<file path="src/rtl/assert_macros.svh">
// Assertion macros used by the allocator core
`ifndef ASSERT_MACROS_SVH
`define ASSERT_MACROS_SVH

// Same-cycle implication, masked during reset
`define ASSERT_IMPL(label, clk, rst, ante, cons) \
  label: assert property (@(posedge clk) disable iff (rst) (ante) |-> (cons)) \
    else $error("assertion failed");

// Next-cycle implication, masked during reset
`define ASSERT_NEXT(label, clk, rst, ante, cons) \
  label: assert property (@(posedge clk) disable iff (rst) (ante) |=> (cons)) \
    else $error("assertion failed");

`endif

</file>
<file path="src/rtl/bma_pkg.sv">
// ----------------------------------------------------------------------------
// Bitmap allocator package
// Word geometry, operation and status codes, and the word unit result type.
// ----------------------------------------------------------------------------
package bma_pkg;

  localparam int WORD_W          = 8;
  localparam int BIT_W           = 3;
  localparam int DEF_MAX_ENTRIES = 256;

  localparam logic [1:0] OP_ALLOCATE = 2'd0;
  localparam logic [1:0] OP_SET      = 2'd1;
  localparam logic [1:0] OP_QUERY    = 2'd2;
  localparam logic [1:0] OP_COUNT    = 2'd3;

  localparam logic [1:0] ST_OK    = 2'd0;
  localparam logic [1:0] ST_FULL  = 2'd1;
  localparam logic [1:0] ST_RANGE = 2'd2;

  typedef struct packed {
    logic             hit;   // a free active bit exists in the word
    logic [BIT_W-1:0] pos;   // lowest free active bit
    logic [BIT_W:0]   ones;  // used active bits in the word
  } word_res_t;

endpackage

</file>
<file path="src/rtl/bma_ram.sv">
// ----------------------------------------------------------------------------
// Generic RAM
// One write port, one read port, registered read data.
// ----------------------------------------------------------------------------
module bma_ram #(
  parameter int WIDTH = 8,
  parameter int DEPTH = 32,
  parameter int AW    = (DEPTH > 1) ? $clog2(DEPTH) : 1
) (
  input  logic             clk,
  input  logic             we,
  input  logic [AW-1:0]    waddr,
  input  logic [WIDTH-1:0] wdata,
  input  logic [AW-1:0]    raddr,
  output logic [WIDTH-1:0] rdata
);

  logic [WIDTH-1:0] mem [DEPTH];

  always_ff @(posedge clk) begin
    if (we) begin
      mem[waddr] <= wdata;
    end
    rdata <= mem[raddr];
  end

endmodule

</file>
<file path="src/rtl/bma_word_unit.sv">
// ----------------------------------------------------------------------------
// Bitmap word unit
// Masks one bitmap word to the active entries, finds its lowest free bit and
// counts its used bits.
// ----------------------------------------------------------------------------
module bma_word_unit #(
  parameter int WAW = 5,
  parameter int NW  = 9
) (
  input  logic [bma_pkg::WORD_W-1:0] word,
  input  logic [WAW-1:0]             widx,
  input  logic [NW-1:0]              active,
  output bma_pkg::word_res_t         res
);
  import bma_pkg::*;

  localparam int CMPW = ((WAW + BIT_W) > NW) ? (WAW + BIT_W) : NW;

  logic [WORD_W-1:0] valid;
  logic [WORD_W-1:0] free_bits;
  logic [WORD_W-1:0] used_bits;

  always_comb begin
    for (int b = 0; b < WORD_W; b++) begin
      valid[b] = CMPW'({widx, BIT_W'(b)}) < CMPW'(active);
    end
    free_bits = valid & ~word;
    used_bits = valid & word;
  end

  always_comb begin
    res.hit  = |free_bits;
    res.pos  = '0;
    res.ones = '0;
    // scan from the top so the lowest free bit wins
    for (int b = WORD_W - 1; b >= 0; b--) begin
      if (free_bits[b]) begin
        res.pos = BIT_W'(b);
      end
    end
    for (int b = 0; b < WORD_W; b++) begin
      res.ones = res.ones + (BIT_W + 1)'(used_bits[b]);
    end
  end

endmodule

</file>
<file path="src/rtl/inode_bitmap_allocator_core.sv">
// ----------------------------------------------------------------------------
// Inode bitmap allocator core
// First-fit used/free bitmap with allocate, set, query and count operations.
// ----------------------------------------------------------------------------
// The bitmap lives in a RAM of 8-bit words and is worked on one word per cycle
// by a single word unit. After reset the block runs a clearing pass over all
// ceil(MAX_ENTRIES/8) words before it takes its first word. Set and query go
// through read, modify/write and result steps, straight to the result when the
// index is out of range. Allocate and count scan the words holding the
// active entries, reading one RAM word per cycle; allocate stops at the first
// word holding a free entry, and with no active entries both go straight to
// the result. One operation is in progress at a time; a finished result sits
// in the output register while the next word is accepted, and the block waits
// in its last step for as long as that register is still held.
module inode_bitmap_allocator_core #(
  parameter int MAX_ENTRIES = bma_pkg::DEF_MAX_ENTRIES
) (
  input  logic        clk,
  input  logic        rst,
  input  logic        cfg_wr_en,
  input  logic [8:0]  cfg_wr_data,   // entries_in_use
  input  logic        s_tvalid,
  output logic        s_tready,
  input  logic [15:0] s_tdata,       // operation[1:0], entry_index[9:2], flag_value[10]
  output logic        m_tvalid,
  input  logic        m_tready,
  output logic [23:0] m_tdata        // found_index[7:0], used_flag[8], used_count[17:9],
                                     // status[19:18]
);
  import bma_pkg::*;

  localparam int DEPTH = (MAX_ENTRIES + WORD_W - 1) / WORD_W;
  localparam int WAW   = (DEPTH > 1) ? $clog2(DEPTH) : 1;
  localparam int NW    = $clog2(MAX_ENTRIES + 1);
  localparam int XW    = (NW > 9) ? NW : 9;

  localparam logic [2:0] S_CLEAR = 3'd0;
  localparam logic [2:0] S_IDLE  = 3'd1;
  localparam logic [2:0] S_RD    = 3'd2;
  localparam logic [2:0] S_RMW   = 3'd3;
  localparam logic [2:0] S_SCAN  = 3'd4;
  localparam logic [2:0] S_FIN   = 3'd5;

  logic [2:0]       state;
  logic [8:0]       entries_in_use;
  logic [1:0]       req_op;
  logic [7:0]       req_idx;
  logic             req_val;
  logic [WAW:0]     ptr;
  logic             pend;
  logic [WAW-1:0]   pend_word;
  logic [NW-1:0]    acc;
  logic [7:0]       res_found;
  logic             res_flag;
  logic [8:0]       res_count;
  logic [1:0]       res_status;

  logic [1:0]       in_op;
  logic [7:0]       in_idx;
  logic             in_val;
  logic             in_range;
  logic [XW-1:0]    cfg_x;
  logic [XW-1:0]    max_x;
  logic [NW-1:0]    active;
  logic [NW:0]      nw_sum;
  logic [WAW:0]     nwords;
  logic [WAW:0]     last_word_w;
  logic [WAW-1:0]   last_word;
  logic [WAW-1:0]   req_word;
  logic [BIT_W-1:0] req_bit;
  logic             issue;
  logic [XW-1:0]    gidx_x;
  logic [NW-1:0]    acc_sum;
  logic [XW-1:0]    acc_x;

  logic             ram_we;
  logic [WAW-1:0]   ram_waddr;
  logic [WORD_W-1:0] ram_wdata;
  logic [WAW-1:0]   ram_raddr;
  logic [WORD_W-1:0] ram_rdata;
  word_res_t        wres;

  assign in_op  = s_tdata[1:0];
  assign in_idx = s_tdata[9:2];
  assign in_val = s_tdata[10];

  // active count saturates at the bitmap size
  assign cfg_x  = XW'(entries_in_use);
  assign max_x  = XW'(MAX_ENTRIES);
  assign active = (cfg_x > max_x) ? NW'(max_x) : NW'(cfg_x);

  assign in_range    = XW'(in_idx) < XW'(active);
  assign nw_sum      = {1'b0, active} + (NW + 1)'(WORD_W - 1);
  assign nwords      = (WAW + 1)'(nw_sum >> BIT_W);
  assign last_word_w = nwords - (WAW + 1)'(1);
  assign last_word   = last_word_w[WAW-1:0];
  assign req_word    = WAW'(XW'(req_idx) >> BIT_W);
  assign req_bit     = req_idx[BIT_W-1:0];
  assign issue       = (state == S_SCAN) && (ptr < nwords);
  assign gidx_x      = XW'({pend_word, wres.pos});
  assign acc_sum     = acc + NW'(wres.ones);
  assign acc_x       = XW'(acc_sum);

  assign s_tready = (state == S_IDLE);

  bma_word_unit #(
    .WAW (WAW),
    .NW  (NW)
  ) u_word (
    .word   (ram_rdata),
    .widx   (pend_word),
    .active (active),
    .res    (wres)
  );

  bma_ram #(
    .WIDTH (WORD_W),
    .DEPTH (DEPTH),
    .AW    (WAW)
  ) u_ram (
    .clk   (clk),
    .we    (ram_we),
    .waddr (ram_waddr),
    .wdata (ram_wdata),
    .raddr (ram_raddr),
    .rdata (ram_rdata)
  );

  always_comb begin
    ram_we    = 1'b0;
    ram_waddr = ptr[WAW-1:0];
    ram_wdata = '0;
    ram_raddr = (state == S_SCAN) ? ptr[WAW-1:0] : req_word;
    unique case (state)
      S_CLEAR: begin
        ram_we = 1'b1;
      end
      S_RMW: begin
        ram_waddr = req_word;
        ram_wdata = (ram_rdata & ~(WORD_W'(1) << req_bit)) |
                    (WORD_W'(req_val) << req_bit);
        ram_we    = (req_op == OP_SET);
      end
      S_SCAN: begin
        ram_waddr = pend_word;
        ram_wdata = ram_rdata | (WORD_W'(1) << wres.pos);
        ram_we    = pend && (req_op == OP_ALLOCATE) && wres.hit;
      end
      default: begin
        ram_we = 1'b0;
      end
    endcase
  end

  always_ff @(posedge clk) begin
    if (rst) begin
      entries_in_use <= 9'd256;
    end else if (cfg_wr_en) begin
      entries_in_use <= cfg_wr_data;
    end
  end

  always_ff @(posedge clk) begin
    if (rst) begin
      state    <= S_CLEAR;
      ptr      <= '0;
      pend     <= 1'b0;
      m_tvalid <= 1'b0;
    end else begin
      if (state == S_FIN && (!m_tvalid || m_tready)) begin
        m_tvalid <= 1'b1;
      end else if (m_tready) begin
        m_tvalid <= 1'b0;
      end
      unique case (state)
        S_CLEAR: begin
          ptr <= ptr + (WAW + 1)'(1);
          if (ptr == (WAW + 1)'(DEPTH - 1)) begin
            state <= S_IDLE;
          end
        end
        S_IDLE: begin
          if (s_tvalid) begin
            req_op     <= in_op;
            req_idx    <= in_idx;
            req_val    <= in_val;
            res_found  <= '0;
            res_flag   <= 1'b0;
            res_count  <= '0;
            res_status <= ST_OK;
            ptr        <= '0;
            pend       <= 1'b0;
            acc        <= '0;
            priority case (1'b1)
              (in_op == OP_SET || in_op == OP_QUERY) && !in_range: begin
                res_flag   <= (in_op == OP_QUERY);
                res_status <= ST_RANGE;
                state      <= S_FIN;
              end
              (in_op == OP_SET || in_op == OP_QUERY): begin
                state <= S_RD;
              end
              (active == '0): begin
                res_status <= (in_op == OP_ALLOCATE) ? ST_FULL : ST_OK;
                state      <= S_FIN;
              end
              default: begin
                state <= S_SCAN;
              end
            endcase
          end
        end
        S_RD: begin
          state <= S_RMW;
        end
        S_RMW: begin
          if (req_op == OP_QUERY) begin
            res_flag <= ram_rdata[req_bit];
          end
          state <= S_FIN;
        end
        S_SCAN: begin
          // read one word ahead while the previous one is evaluated
          if (issue) begin
            ptr <= ptr + (WAW + 1)'(1);
          end
          pend      <= issue;
          pend_word <= ptr[WAW-1:0];
          if (pend) begin
            if (req_op == OP_ALLOCATE) begin
              if (wres.hit) begin
                res_found <= gidx_x[7:0];
                state     <= S_FIN;
              end else if (pend_word == last_word) begin
                res_status <= ST_FULL;
                state      <= S_FIN;
              end
            end else begin
              acc <= acc_sum;
              if (pend_word == last_word) begin
                res_count <= acc_x[8:0];
                state     <= S_FIN;
              end
            end
          end
        end
        S_FIN: begin
          // hold until the output register is free
          if (!m_tvalid || m_tready) begin
            state <= S_IDLE;
          end
        end
        default: begin
          state <= S_IDLE;
        end
      endcase
    end
  end

  always_ff @(posedge clk) begin
    if (state == S_FIN && (!m_tvalid || m_tready)) begin
      m_tdata <= {4'd0, res_status, res_count, res_flag, res_found};
    end
  end

`include "assert_macros.svh"

  `ASSERT_NEXT(a_busy_after_accept, clk, rst, s_tvalid && s_tready, !s_tready)
  `ASSERT_IMPL(a_pend_in_range, clk, rst, (state == S_SCAN) && pend, {1'b0, pend_word} < nwords)
  `ASSERT_IMPL(a_full_no_index, clk, rst, m_tvalid && (m_tdata[19:18] == ST_FULL), m_tdata[7:0] == 8'd0)

endmodule
</file>
<file path="config.mk">
export PLATFORM = sky130hd
export DESIGN_NAME = inode_bitmap_allocator_core
export DESIGN_NICKNAME = d
export VERILOG_FILES = /design/src/rtl/bma_pkg.sv /design/src/rtl/bma_ram.sv /design/src/rtl/bma_word_unit.sv /design/src/rtl/inode_bitmap_allocator_core.sv
export VERILOG_INCLUDE_DIRS = /design/src /design/src/rtl
export SDC_FILE = /design/constraint.sdc
export NUM_CORES = 1
export LEC_CHECK = 0
export BUFFER_PORTS_ARGS = -buffer_cell sky130_fd_sc_hd__buf_2
export CAP_MARGIN = 5
export CORE_MARGIN = 5
export CORE_UTILIZATION = 50
export CTS_BUF_LIST = sky130_fd_sc_hd__clkbuf_4
export CTS_CLUSTER_SIZE = 12
export DETAILED_ROUTE_END_ITERATION = 16
export MAX_ROUTING_LAYER = met4
export PLACE_DENSITY = 0.67
export SLEW_MARGIN = 20
export SYNTH_ARGS = -nofsm -noshare
export SYNTH_HDL_FRONTEND = slang
export SYNTH_SLANG_ARGS = --single-unit
</file>
<file path="constraint.sdc">
create_clock -name clk -period 15.13 [get_ports clk]
set_input_delay 1.513 -clock clk [delete_from_list [all_inputs] [get_ports clk]]
set_output_delay 1.513 -clock clk [all_outputs]
set_load 0.02 [all_outputs]
</file>
Yosys cells after proc, flatten, opt, wreduce, memory -nomap -nowiden
Memory sizes are Yosys's and may differ from the RTL's. A register that Yosys moved wholly into a read port is not among the register bits.
Cells that the tools add are included.
{ "word_totals": {"ram_bits": 256, "ff_bits": 85, "mem_count": 1, "in_bits": 30} }
{ "memory_table": {"columns": ["memory", "depth", "word_bits", "read_ports", "rd_ports_with_merged_regs", "write_ports", "line_no", "source"], "rows": [
  ["u_ram.mem", 32, 8, 1, 1, 1, "bma_ram.sv:18", "logic [WIDTH-1:0] mem [DEPTH];"]
]} }
{ "classes": {"add_sub_neg": 11, "bitwise_logic": 8, "mux": 62, "n_eq_ne": 22, "n_lt_le_gt_ge": 12, "n_shift": 3, "n_reduce_logical": 28} }
{ "ops": {"columns": ["operator", "count"], "rows": [
  ["8-bit by 9-bit < comparator with 1-bit output", 9],
  ["9-bit 2-to-1 mux", 7],
  ["3-bit 2-to-1 mux", 17],
  ["9-bit case mux with 2 select lines", 2],
  ["8-bit 2-to-1 mux", 4],
  ["8-bit case mux with 2 select lines", 2],
  ["4-bit by 1-bit adder with 4-bit output", 6],
  ["8-bit bitwise AND", 3],
  ["3-bit case mux with 6 select lines", 1],
  ["6-bit case mux with 3 select lines", 1],
  ["2-bit != test (second input constant)", 8],
  ["8-bit NOT", 2],
  ["8-bit OR", 2],
  ["1-bit by 3-bit << shifter with 8-bit output (first input constant)", 2],
  ["1-bit 2-to-1 mux", 13],
  ["2-bit 2-to-1 mux", 6],
  ["6-bit 2-to-1 mux", 2],
  ["6-bit AND reduction", 2],
  ["5-bit case mux with 2 select lines", 1],
  ["9-bit by 3-bit adder with 9-bit output (second input constant)", 1],
  ["9-bit by 4-bit adder with 9-bit output", 1],
  ["9-bit > comparator (second input constant)", 1],
  ["9-bit logical NOT", 1],
  ["4-bit AND reduction", 2],
  ["32 further kinds", 50]
]} }

Longest topological paths before layout
{ "logic_depth": {"depth_word": 16, "ltp_mapped": 26, "ltp_nobuf": 23} }

Hierarchy
Synthesis repeated with hierarchy kept, for this count alone.
{ "unflattened": {"hier_cells": 921, "area_unflattened_um2": 15235.9} }
{ "by_module_without_submodules": {"columns": ["module", "seq_area_each_um2", "cells_per_inst", "n_inst", "area_each_um2"], "rows": [
  ["bma_ram", 7847.5, 417, 1, 10053.4],
  ["inode_bitmap_allocator_core", 2352.3, 416, 1, 4503.1],
  ["bma_word_unit", 0.0, 88, 1, 679.4]
]} }

Worst setup path after synthesis
No wires, ideal clock.
{ "synth_timing": {"kind": "register to register", "startpoint": "reg entries_in_use[8] (netlist: cfg_x[8])", "endpoint": "reg acc[8], data pin", "t_arrival_ps": 5309, "required_ps": 14860, "setup_ps": 270, "path_stages_with_launch": 27, "path_buffers": 3, "slack_ps": 9550, "synth_period_minus_slack_ps": 5580, "cell_sequence": "dfxtp_1 buf_2 nor2b_1 inv_1 ha_1 and4b_1 buf_6 and2_1 clkbuf_1 nand2_1 and3_1 ha_1 inv_1 fa_1 inv_1 fa_1 fa_1 inv_1 fa_1 inv_1 fa_1 a21o_1 a21oi_1 nor2_1 nand3_1 xor2_1 nor2_1"} }
{ "synth_via": {"elab_chain_len": 15, "elab_cells_between_ends": 22, "classes_between": "add/sub (8); order compare (9); mux (4); bitwise (1)"} }
{ "synth_rtl": {"columns": ["item", "line_no", "source"], "rows": [
  ["from (decl)", "inode_bitmap_allocator_core.sv:45", "logic [8:0] entries_in_use;"],
  ["from (signal assigned)", "inode_bitmap_allocator_core.sv:159", "entries_in_use <= cfg_wr_data;"],
  ["9-bit > comparator", "inode_bitmap_allocator_core.sv:90", "assign active = (cfg_x > max_x) ? NW'(max_x) : NW'(cfg_x);"],
  ["9-bit 2-to-1 mux (*)", "inode_bitmap_allocator_core.sv:90", null],
  ["8-bit by 9-bit < comparator with 1-bit output", "bma_word_unit.sv:25", "valid[b] = CMPW'({widx, BIT_W'(b)}) < CMPW'(active);"],
  ["8-bit bitwise AND (*)", "bma_word_unit.sv:28", "used_bits = valid & word;"],
  ["1-bit by 1-bit adder with 2-bit output", "bma_word_unit.sv:42", "res.ones = res.ones + (BIT_W + 1)'(used_bits[b]);"],
  ["4-bit by 1-bit adder with 4-bit output (5 in series)", "bma_word_unit.sv:42", null],
  ["4-bit by 1-bit adder with 4-bit output (*)", "bma_word_unit.sv:42", null],
  ["9-bit by 4-bit adder with 9-bit output (*)", "inode_bitmap_allocator_core.sv:101", "assign acc_sum = acc + NW'(wres.ones);"],
  ["9-bit 2-to-1 mux (*)", "inode_bitmap_allocator_core.sv:230", "if (req_op == OP_ALLOCATE) begin"],
  ["9-bit 2-to-1 mux (*)", "inode_bitmap_allocator_core.sv:229", "if (pend) begin"],
  ["9-bit case mux with 2 select lines (*)", "inode_bitmap_allocator_core.sv:175", "unique case (state)"],
  ["to (signal assigned)", "inode_bitmap_allocator_core.sv:239", "acc <= acc_sum;"],
  ["to (decl)", "inode_bitmap_allocator_core.sv:52", "logic [NW-1:0] acc;"]
]} }
Every way passes the cells marked *; elsewhere a longest branch is shown, timed or not. The select of a mux whose other input is x is not followed.
A chain may end at the register's enable or synchronous reset.

Worst setup path after layout
Same ends and word-level chain as after synthesis.

==> results.json <==
{
  "post-cts-setup-buffer-count": 0,
  "wire_per_inst_um": 22.0,
  "cp_max_fo": 27,
  "coreArea_um2": 30500,
  "endpoint_kind": "flop",
  "firstDrtPassIters": 6,
  "grt_pass1_wl_mm": 52.1,
  "power_density_nw_per_um2": 135,
  "cp.arrival_ns": 6.65,
  "grt_max_degree": 65,
  "initial_core_util_pct": 50.4,
  "multi_input_area_um2": 4860,
  "synth_common_cells": "edfxtp_1, mux4_2, nor2_1, nand2_1, o22ai_1",
  "overflow": 0,
  "port_buffers": 46,
  "netlist_instances": 973,
  "synthesis.area_um2": 15400,
  "place_inst": 1390,
  "cts_resized": 0,
  "vdd_ir_drop_max_mv": 0.0829,
  "ios": 56,
  "yosysTopAreaCell": "edfxtp_1",
  "drt_wl_total_mm": 34.0,
  "clkTransAtPathRegs_ns": 0.06,
  "synth-async-reset-ratio_pct": 0,
  "antenna_found_initial": 1,
  "period_share_pct": 41.3,
  "path_delay_family": "adder cells",
  "power_mw": 2.32,
  "clockBufferDepth": 3,
  "min_period_ns": 6.25,
  "die_w_um": 185,
  "dieArea_um2": 34400,
  "setup_viol": 0,
  "ant_nets": 0,
  "grt.total_usage_pct": 20.6,
  "max-slew-margin-rel_pct": 26.2,
  "clk_latency_ns": 0.71,
  "grt_pass1_vias": 9181,
  "fin_util_pct": 56.3,
  "vias": 9054,
  "finalNonFillerCells": 1548,
  "hold_class": "flop to flop",
  "synth_edf_count": 321,
  "drtIter0Drc": 761,
  "seqCellArea_um2": 10200,
  "ctsRootBufferMaster": "clkbuf_4",
  "synth.most_common_cell": "edfxtp_1",
  "dp_hpwl_mm": 22.0,
  "cts_tree": "built",
  "place.gp.congestion": 0.912,
  "clock_sinks": 349,
  "final_nets": 1150,
  "crit_path_start_kind": "flop",
  "cts_buffers": 89,
  "hold_viol_final": 0,
  "worstMarginPinSlew_ns": 1.09,
  "synth.top_cell.area_share_pct": 62.7,
  "htreeDepth": 3,
  "drv_slew": 0,
  "syn_to_final_growth_pct": 11.7,
  "status": "finished clean",
  "clock_skew_ns": 0.0537,
  "vias_per_cell": 5.85,
  "drv_cap": 0,
  "yosysSeqAreaShare_pct": 66.3,
  "synth.distinct_cells": 76,
  "ys.flop_type": "edfxtp_1",
  "dieHeight_um": 185,
  "max_stage_delay_ns": 0.56,
  "synth_warnings": 0,
  "path_cells": "nor2b_1 > inv_1 > ha_1 > and4b_1 > and2_1 > nand2_1 > and3_1 > ha_1 > inv_1 > fa_1 > inv_1 > fa_1 > fa_1 > inv_1 > fa_1 > inv_1 > fa_1 > a21o_1 > a21oi_1 > nor2_1 > nand3_1 > xor2_1 > nor2_1",
  "synth.ff_latch_count": 349,
  "drc_errors": 0,
  "p_leak_nw": 5.91,
  "setup_tns_ns": 0,
  "critPathKind": "flop to flop",
  "worst-endpoint-required_ns": 15.53,
  "synthTopCellsByArea": "edfxtp_1, mux4_2, dfxtp_1",
  "hold_buffers": 0,
  "hold_ws_ns": 0.419,
  "fillerInstances": 2420,
  "path_buf_inv": 5,
  "syn_avg_cell_area_um2": 15.8,
  "drive_above_1_share_pct": 27.4,
  "fmax_mhz": 160,
  "cp_slowest_cell": "fa_1",
  "num_rows": 64,
  "rsz0062_at_grt": "no"
}
-- worst paths after layout --
path / from / endpoint / slack, ns / cells past startpoint
hold reg to reg: res_found[0] / m_tdata[0] / 0.42 / 0
setup / recovery: cfg_x[8] / acc[8] / 8.88 / 23
setup reg to reg: cfg_x[8] / acc[8] / 8.88 / 23
hold / removal: res_found[0] / m_tdata[0] / 0.42 / 0
-- cells by family (layout without fill, tap and decap cells) --
| group | Yosys count | after routing | synth area share (%) |
|---|---|---|---|
| other cells | 1 | 5 | 0.0244 |
| xor+xnor | 20 | 20 | 1.14 |
| buf+inv | 69 | 244 | 2.64 |
| compound gates | 157 | 157 | 7.00 |
| mux | 80 | 80 | 10.7 |
| flops | 349 | 349 | 66.3 |
| simple gates | 262 | 262 | 9.14 |
| fa+ha+maj | 35 | 35 | 3.09 |
-- power breakdown --
group	internal [mW]	switching, mW
registers	1.12	0.0280
clock network	0.439	0.367
logic	0.144	0.224
total	1.70	0.619
-- layout make-up --
type | instances | area share, %
clock inverter | 23 | 0.925
multi-input combinational | 558 | 28.3
sequential | 349 | 59.3
tap | 396 | 2.88
antenna | 1 | 0.0146
inverter | 19 | 0.415
timing repair buffer | 68 | 2.30
clock buffer | 134 | 5.85
-- placed cells by master (no fill, tap or decap), types with 22 or more instances in the layout --
cell type  count
edfxtp_1     321
clkbuf_4     134
mux4_2        66
nor2_1        64
nand2_1       46
buf_2         46
o22ai_1       36
ha_1          30
dfxtp_1       28
a21oi_1       26
nor3_1        23
buf_4         22
-- registers in the layout, indices dropped and copies added (netlist names), 3 cells and up --
register     count
u_ram.mem      256
m_tdata         20
acc              9
cfg_x            9
res_count        9
req_idx          8
res_found        8
u_ram.rdata      8
ptr              6
pend_word        5
state            3
-- stage by stage --
step                area (um2)  setup slack (ns)
detailed placement       16000              8.90
finish                   17200              8.88
floorplan                15400              9.55
global route             17200              8.44
global placement         16000              9.00
CTS                      17200              8.86
-- layer usage --
metal | share of wire, % | global-route usage, % | wire [um] | up-vias
li1 | - | - | - | 4154
met1 | 42 | 27.3 | 14400 | 4482
met2 | 48 | 31.8 | 16400 | 350
met3 | 7.0 | 4.40 | 2380 | 68
met4 | 2.5 | 7.34 | 866 | 0
met5 | 0 | - | 0 | -
Power figures use the tool's default switching activity.
